==> config.mk <==
export PLATFORM = sky130hd
export DESIGN_NAME = sorted_priority_queue_unit
export DESIGN_NICKNAME = d
export VERILOG_FILES = /design/src/rtl/spq_pkg.sv /design/src/rtl/spq_cell.sv /design/src/rtl/sorted_priority_queue_unit.sv
export VERILOG_INCLUDE_DIRS = /design/src /design/src/rtl
export SDC_FILE = /design/constraint.sdc
export NUM_CORES = 2
export LEC_CHECK = 0
export ABC_AREA = 1
export ABC_CLOCK_PERIOD_IN_PS = 3000
export BUFFER_PORTS_ARGS = -buffer_cell sky130_fd_sc_hd__buf_2
export CORE_MARGIN = 3
export CORE_UTILIZATION = 50
export CTS_CLUSTER_DIAMETER = 50
export DETAILED_ROUTE_END_ITERATION = 10
export PLACE_DENSITY = 0.77
export REMOVE_ABC_BUFFERS = 1
export SLEW_MARGIN = 20
export SYNTH_ARGS = -nofsm -noshare
export SYNTH_HDL_FRONTEND = slang
export SYNTH_SLANG_ARGS = --single-unit
==> constraint.sdc <==
create_clock -name clk -period 3 [get_ports clk]
set_clock_uncertainty 0.15 [all_clocks]
set_input_delay 0.3 -clock clk [delete_from_list [all_inputs] [get_ports clk]]
set_output_delay 0.3 -clock clk [all_outputs]
set_load 0.02 [all_outputs]
==> src/rtl/sorted_priority_queue_unit_macros.svh <==
// ----------------------------------------------------------------------------
// sorted_priority_queue_unit assertion macros
// Shared property forms for the priority queue checks.
// ----------------------------------------------------------------------------
`ifndef SORTED_PRIORITY_QUEUE_UNIT_MACROS_SVH
`define SORTED_PRIORITY_QUEUE_UNIT_MACROS_SVH

// same-cycle implication, gated by reset
`define SPQ_ASSERT_IMPL(label, ante, cons, msg) \
    label: assert property (@(posedge clk) disable iff (!rst_n) (ante) |-> (cons)) \
        else $error(msg);

// next-cycle implication, gated by reset
`define SPQ_ASSERT_NEXT(label, ante, cons, msg) \
    label: assert property (@(posedge clk) disable iff (!rst_n) (ante) |=> (cons)) \
        else $error(msg);

`endif

==> src/rtl/spq_pkg.sv <==
// ----------------------------------------------------------------------------
// spq_pkg
// Types and constants of the sorted priority queue.
// ----------------------------------------------------------------------------
`timescale 1ns / 1ps

package spq_pkg;

    localparam int DEPTH   = 16;
    localparam int PRIO_W  = 8;
    localparam int DATA_W  = 32;
    localparam int CNT_W   = $clog2(DEPTH + 1);
    localparam int FILL_W  = 5;
    localparam int STAT_W  = 2;
    localparam int ACT_W   = 2;

    typedef enum logic [ACT_W-1:0] {
        ACT_PUSH = 2'd0,
        ACT_POP  = 2'd1,
        ACT_PEEK = 2'd2
    } action_t;

    typedef enum logic [STAT_W-1:0] {
        ST_OK    = 2'd0,
        ST_EMPTY = 2'd1,
        ST_FULL  = 2'd2
    } status_t;

    typedef enum logic [1:0] {
        OP_HOLD,
        OP_PUSH,
        OP_POP
    } cell_op_t;

    typedef struct packed {
        logic              valid;
        logic [PRIO_W-1:0] prio;
        logic [DATA_W-1:0] data;
    } cell_t;

    typedef struct packed {
        cell_op_t          op;
        logic [PRIO_W-1:0] prio;
        logic [DATA_W-1:0] data;
    } cell_cmd_t;

endpackage

==> src/rtl/spq_cell.sv <==
// ----------------------------------------------------------------------------
// spq_cell
// One slot of the sorted shift queue; compares against the broadcast push.
// ----------------------------------------------------------------------------
`timescale 1ns / 1ps

module spq_cell
(
    input  logic              clk,
    input  logic              rst_n,
    input  spq_pkg::cell_cmd_t cmd,
    input  spq_pkg::cell_t    left,
    input  logic              left_gt,
    input  spq_pkg::cell_t    right,
    output spq_pkg::cell_t    state,
    output logic              gt
);

    logic                      valid_reg;
    logic                      valid_next;
    logic [spq_pkg::PRIO_W-1:0] prio_reg;
    logic [spq_pkg::PRIO_W-1:0] prio_next;
    logic [spq_pkg::DATA_W-1:0] data_reg;
    logic [spq_pkg::DATA_W-1:0] data_next;

    // held entry outranks the incoming one, so it stays
    assign gt = valid_reg && (prio_reg > cmd.prio);

    always_comb
    begin
        valid_next = valid_reg;
        prio_next  = prio_reg;
        data_next  = data_reg;
        unique case (cmd.op)
            spq_pkg::OP_PUSH:
            begin
                if (!gt)
                begin
                    if (left_gt)
                    begin
                        valid_next = 1'b1;
                        prio_next  = cmd.prio;
                        data_next  = cmd.data;
                    end
                    else
                    begin
                        valid_next = left.valid;
                        prio_next  = left.prio;
                        data_next  = left.data;
                    end
                end
            end
            spq_pkg::OP_POP:
            begin
                valid_next = right.valid;
                prio_next  = right.prio;
                data_next  = right.data;
            end
            default:
            begin
            end
        endcase
    end

    always_ff @(posedge clk or negedge rst_n)
    begin
        if (!rst_n)
        begin
            valid_reg <= 1'b0;
        end
        else
        begin
            valid_reg <= valid_next;
        end
    end

    always_ff @(posedge clk)
    begin
        prio_reg <= prio_next;
        data_reg <= data_next;
    end

    assign state.valid = valid_reg;
    assign state.prio  = prio_reg;
    assign state.data  = data_reg;

endmodule

==> src/rtl/sorted_priority_queue_unit.sv <==
// ----------------------------------------------------------------------------
// sorted_priority_queue_unit
// Bounded priority queue kept sorted in a row of shifting cells.
// ----------------------------------------------------------------------------
//  channel | dir | tdata                              | tuser
//  s_*     | in  | data_in[31:0] priority_in[39:32]   | action[1:0]
//  m_*     | out | data_out[31:0] fill_count[36:32]   | status[1:0]
//
//  One word per cycle while the output register is empty or being drained: every
//  cell compares its priority with the pushed one in parallel and shifts toward its neighbor in the same cycle.
//  The result of each accepted word is registered in the output register.
//  s_tready stays high while the output register is empty or being drained.
//  Reset empties the queue; no clearing pass.
// ----------------------------------------------------------------------------
`timescale 1ns / 1ps

module sorted_priority_queue_unit
(
    input  logic        clk,
    input  logic        rst_n,
    input  logic        s_tvalid,
    output logic        s_tready,
    input  logic [39:0] s_tdata,   // data_in[31:0], priority_in[39:32]
    input  logic [1:0]  s_tuser,   // action[1:0]
    output logic        m_tvalid,
    input  logic        m_tready,
    output logic [39:0] m_tdata,   // data_out[31:0], fill_count[36:32], zero pad
    output logic [1:0]  m_tuser    // status[1:0]
);

`include "sorted_priority_queue_unit_macros.svh"

    localparam int DEPTH = spq_pkg::DEPTH;

    spq_pkg::cell_t             cells [DEPTH];
    spq_pkg::cell_t             lefts [DEPTH];
    spq_pkg::cell_t             rights [DEPTH];
    logic [DEPTH-1:0]           gts;
    logic [DEPTH-1:0]           left_gts;
    logic [DEPTH-1:0]           valid_vec;
    spq_pkg::cell_cmd_t         cmd;

    logic                       s_fire;
    logic                       full;
    logic                       empty;
    spq_pkg::action_t           action;

    logic [spq_pkg::CNT_W-1:0]  count_reg;
    logic [spq_pkg::CNT_W-1:0]  count_next;
    logic                       out_valid_reg;
    logic                       out_valid_next;
    logic [spq_pkg::STAT_W-1:0] out_status_reg;
    logic [spq_pkg::STAT_W-1:0] out_status_next;
    logic [spq_pkg::DATA_W-1:0] out_data_reg;
    logic [spq_pkg::DATA_W-1:0] out_data_next;
    logic [spq_pkg::FILL_W-1:0] out_fill_reg;
    logic [spq_pkg::FILL_W-1:0] out_fill_next;

    assign s_tready = !out_valid_reg || m_tready;
    assign s_fire   = s_tvalid && s_tready;
    assign action   = spq_pkg::action_t'(s_tuser);
    assign full     = cells[DEPTH-1].valid;
    assign empty    = !cells[0].valid;

    genvar gi;
    generate
        for (gi = 0; gi < DEPTH; gi++)
        begin : g_cell
            if (gi == 0)
            begin : g_first
                assign lefts[gi]    = '0;
                assign left_gts[gi] = 1'b1;
            end
            else
            begin : g_mid
                assign lefts[gi]    = cells[gi-1];
                assign left_gts[gi] = gts[gi-1];
            end
            if (gi == DEPTH - 1)
            begin : g_last
                assign rights[gi] = '0;
            end
            else
            begin : g_inner
                assign rights[gi] = cells[gi+1];
            end
            assign valid_vec[gi] = cells[gi].valid;

            spq_cell u_cell
            (
                .clk     (clk),
                .rst_n   (rst_n),
                .cmd     (cmd),
                .left    (lefts[gi]),
                .left_gt (left_gts[gi]),
                .right   (rights[gi]),
                .state   (cells[gi]),
                .gt      (gts[gi])
            );
        end
    endgenerate

    always_comb
    begin
        cmd.op          = spq_pkg::OP_HOLD;
        cmd.prio        = s_tdata[32 +: spq_pkg::PRIO_W];
        cmd.data        = s_tdata[31:0];
        count_next      = count_reg;
        out_status_next = spq_pkg::ST_OK;
        out_data_next   = '0;
        unique case (action)
            spq_pkg::ACT_PUSH:
            begin
                if (full)
                begin
                    out_status_next = spq_pkg::ST_FULL;
                end
                else
                begin
                    cmd.op     = s_fire ? spq_pkg::OP_PUSH : spq_pkg::OP_HOLD;
                    count_next = count_reg + spq_pkg::CNT_W'(1);
                end
            end
            spq_pkg::ACT_POP:
            begin
                if (empty)
                begin
                    out_status_next = spq_pkg::ST_EMPTY;
                    out_data_next   = '1;
                end
                else
                begin
                    cmd.op        = s_fire ? spq_pkg::OP_POP : spq_pkg::OP_HOLD;
                    count_next    = count_reg - spq_pkg::CNT_W'(1);
                    out_data_next = cells[0].data;
                end
            end
            spq_pkg::ACT_PEEK:
            begin
                if (empty)
                begin
                    out_status_next = spq_pkg::ST_EMPTY;
                    out_data_next   = '1;
                end
                else
                begin
                    out_data_next = cells[0].data;
                end
            end
            default:
            begin
            end
        endcase
        out_fill_next = spq_pkg::FILL_W'(count_next);
        if (!s_fire)
        begin
            count_next = count_reg;
        end
        out_valid_next = s_fire || (out_valid_reg && !m_tready);
    end

    always_ff @(posedge clk or negedge rst_n)
    begin
        if (!rst_n)
        begin
            count_reg     <= '0;
            out_valid_reg <= 1'b0;
        end
        else
        begin
            count_reg     <= count_next;
            out_valid_reg <= out_valid_next;
        end
    end

    always_ff @(posedge clk)
    begin
        if (s_fire)
        begin
            out_status_reg <= out_status_next;
            out_data_reg   <= out_data_next;
            out_fill_reg   <= out_fill_next;
        end
    end

    assign m_tvalid = out_valid_reg;
    assign m_tuser  = out_status_reg;
    assign m_tdata  = {3'b000, out_fill_reg, out_data_reg};

    `SPQ_ASSERT_IMPL(a_count_matches_cells, 1'b1, $countones(valid_vec) == count_reg, "count differs from occupied cells")
    `SPQ_ASSERT_IMPL(a_cells_packed, 1'b1, ((valid_vec + DEPTH'(1)) & valid_vec) == '0, "occupied cells not packed at head")
    `SPQ_ASSERT_NEXT(a_push_grows, s_fire && action == spq_pkg::ACT_PUSH && !full, count_reg == $past(count_reg) + spq_pkg::CNT_W'(1), "push did not add an entry")
    `SPQ_ASSERT_NEXT(a_stall_holds, out_valid_reg && !m_tready, out_valid_reg && $stable(m_tdata), "result lost under stall")

endmodule

==> qor.csv <==
metric,value,unit
overflow,0,
grt_use_total,29.17,%
path_max_fanout,47,
min-delay-start,s_tdata[3],
place_area,44190,sq um
setup_viol,0,
drv_slew,0,
numCtsBuffers,78,
post-route-period-util,90.87,%
rrSetupSlack,0.48,ns
cp-end-kind,flip-flop,
fin_area,47070,sq um
vias,37390,
routedWlPerCell,19.68,um
slowest_delay,0.53,ns
ys_seq_area_share,50.21,%
largest_reg_flops,512,
via_per_inst,5.725,
cts_tree,built,
cts_sinks,701,
synth_compound_area_share,2.784,%
grt_pass1_vias,35620,
nNetsFinal,5565,
drtIter0Drc,5192,
cts_setup_buffers,0,
numPortBuffers,86,
die_w,294.8,um
htreeDepth,3,
initial_utilization,50.63,%
path_clk_slew,0.06,ns
n_fill_cell,7231,
synth_top_family_by_area,simple AND/OR/NAND/NOR gates,
synth_fa_ha_area_share,3.750,%
crit_type,input port to flip-flop,
dpl_worst_slack,0.2822,ns
wl,128500,um
cts-root-buf,clkbuf_16,
cts-resized-gates,0,
final.setup.tns,0,ns
cp_common_cell,nand2_1,
fin_crit,2.726,ns
outcome,completed,
netlist_area,41700,sq um
core_area,82370,sq um
dp_hpwl,83780,um
r2r_cells,9,
clk_path_buf_depth,3,
yosysWarnings,0,
yosysTopAreaCell,edfxtp_1,
syn_inst,5385,
r2r-start,g_cell[10].u_cell.prio_reg[7]$_DFFE_PP_,
yosys-top-cells-area,"edfxtp_1, nand2_1, nand3_1",
hold_viol_final,0,
maxCapViolCount,0,
grt_pass1_wl,200600,um
rows,105,
power_leakage,22.15,nW
synth_simple_gate_area_share,33.15,%
drive_gt1_share,7.437,%
synth.area.mux_share,0,%
critPathLaunch,s_tuser[1],
worstSkewPairLatency,0.63,ns
yosys_register_bits,701,
drt_pass1_iterations,8,
arrival,3.06,ns
dieArea,86900,sq um
gp_congestion,0.9165,
ir_drop,399.8,uV
slew_headroom,36.04,%
tightestPinTransition,0.9584,ns
antenna_found_initial,1,
synth_cell_type_count,27,
cts_hold_buf,42,
synthXorXnorAreaFrac,0,%
fmax,366.8,MHz
setup_slack,0.2740,ns
die_height,294.8,um
hold_class,input port to flip-flop,
avgSynthCellArea,7.744,sq um
drc,0,
r2r_end,g_cell[10].u_cell.data_reg[14]$_DFFE_PP_,
grt_max_degree,90,
cp_slowest_cell,dlygate4sd3_1,
hold_end,g_cell[15].u_cell.data_reg[3]$_SDFFCE_PP0P_,
cp-start-kind,input port,
ant_nets,0,
syn_to_final_growth,12.87,%
powerDensity,450.7,nW/um^2
ioPinCount,90,
rsz0062_at_grt,no,
hold_ws,0.05399,ns
hold_depth,3,
crit_chain,"dlygate4sd3_1, buf_2, inv_1, ha_1, nand2_2, nor2_2, nand2_4, inv_8, buf_12, buf_4, nand2_1, nand2_1",
worstPathRequired,3.34,ns
yosys.area.top_type_share,48.89,%
-- power by group --
group	switching [W]	total (W)	internal, W	leakage [nW]
Sequential	0.0000275	0.0107	0.0107	6.42
Clock	0.00413	0.00942	0.00530	1.18
Combinational	0.000804	0.00109	0.000291	14.6
Total	0.00496	0.0212	0.0163	22.2
-- cell usage in the layout, fill, tap and decap left out, drive strengths merged --
| master | count |
|---|---|
| dfrtp | 22 |
| edfxtp | 679 |
| nand3 | 1170 |
| ha | 125 |
| nor2 | 138 |
| nand4 | 1 |
| conb | 3 |
| clkinv | 34 |
| a21oi | 80 |
| a31oi | 1 |
| o211ai | 2 |
| diode | 2 |
| nor3 | 1 |
| clkinvlp | 6 |
| o21bai | 40 |
| dlygate4sd3 | 42 |
| bufinv | 3 |
| buf | 259 |
| o22ai | 2 |
| o21ai | 62 |
| clkbuf | 100 |
| a21o | 15 |
| nand2 | 1980 |
| inv | 694 |
-- final cells by class --
| class | count | area (sq um) | area share, % |
|---|---|---|---|
| antenna | 2 | 5.005 | 0.01063 |
| clock buffer | 100 | 2130 | 4.524 |
| clock inverter | 45 | 326.6 | 0.6938 |
| inverter | 692 | 2605 | 5.534 |
| multi-input combinational | 3620 | 16760 | 35.61 |
| sequential | 701 | 20940 | 44.49 |
| tap | 1070 | 1339 | 2.844 |
| timing repair buffer | 301 | 2963 | 6.295 |
-- cells in the mapped netlist --
library cell,count
clkbuf_1,218
nand4_1,1
buf_1,12
buf_6,3
o21ai_1,4
o21bai_1,40
nor3_1,1
inv_1,690
nor2_1,137
conb_1,1
a21oi_1,79
inv_2,2
buf_2,138
dfrtp_1,22
ha_1,125
o22ai_1,2
a21o_1,15
o211ai_1,2
o21ai_0,58
buf_4,3
nand2_1,1978
edfxtp_1,679
nand3_1,1170
a31oi_1,1
nand2_2,2
a21oi_2,1
nor2_2,1
-- through the flow --
step / power [W] / util (%) / std cells
2_1_floorplan: 0.01143 / - / 5013
3_3_place_gp: 0.01189 / 53.64 / 6342
3_5_place_dp: 0.01192 / 53.64 / 6342
4_1_cts: 0.02124 / 57.14 / 6529
5_1_grt: 0.02171 / 57.14 / 6530
6_report: 0.02121 / 57.14 / 6531
-- worst max-delay path, delay by kind of cell --
kind | cells | cell delay, ns
buffers and inverters | 6 | 1.64
AND/OR/NAND/NOR | 5 | 0.79
adder cells (fa/ha/maj) | 1 | 0.27
-- cell families after synthesis --
kind of cell,count (synthesis)
fa+ha+maj,125
other cells,1
buf+inv,1066
compound gates,202
simple gates,3290
flops,701
-- worst max-delay path by stage --
stage,slack (ns),end,depth (start not counted)
global route,0.18,g_cell[7].u_cell.data_reg[29]$_DFFE_PP_,13
finish,0.27,g_cell[2].u_cell.data_reg[27]$_DFFE_PP_,12
CTS,0.39,g_cell[2].u_cell.data_reg[27]$_DFFE_PP_,12
floorplan,-28.38,g_cell[1].u_cell.valid_reg$_DFFE_PN0P_,7
detailed placement,0.28,g_cell[10].u_cell.data_reg[10]$_DFFE_PP_,12
global placement,0.30,g_cell[0].u_cell.data_reg[0]$_DFFE_PP_,13
-- routing by layer --
metal	vias up	global-route usage, %	routed length [um]
met3	322	6.443	15660
met4	0	11.11	4191
met1	17170	39.76	50790
met5	-	0	0
met2	2444	45.66	57900
li1	17450	-	-
Note: power is estimated with default switching activity, not from simulation.
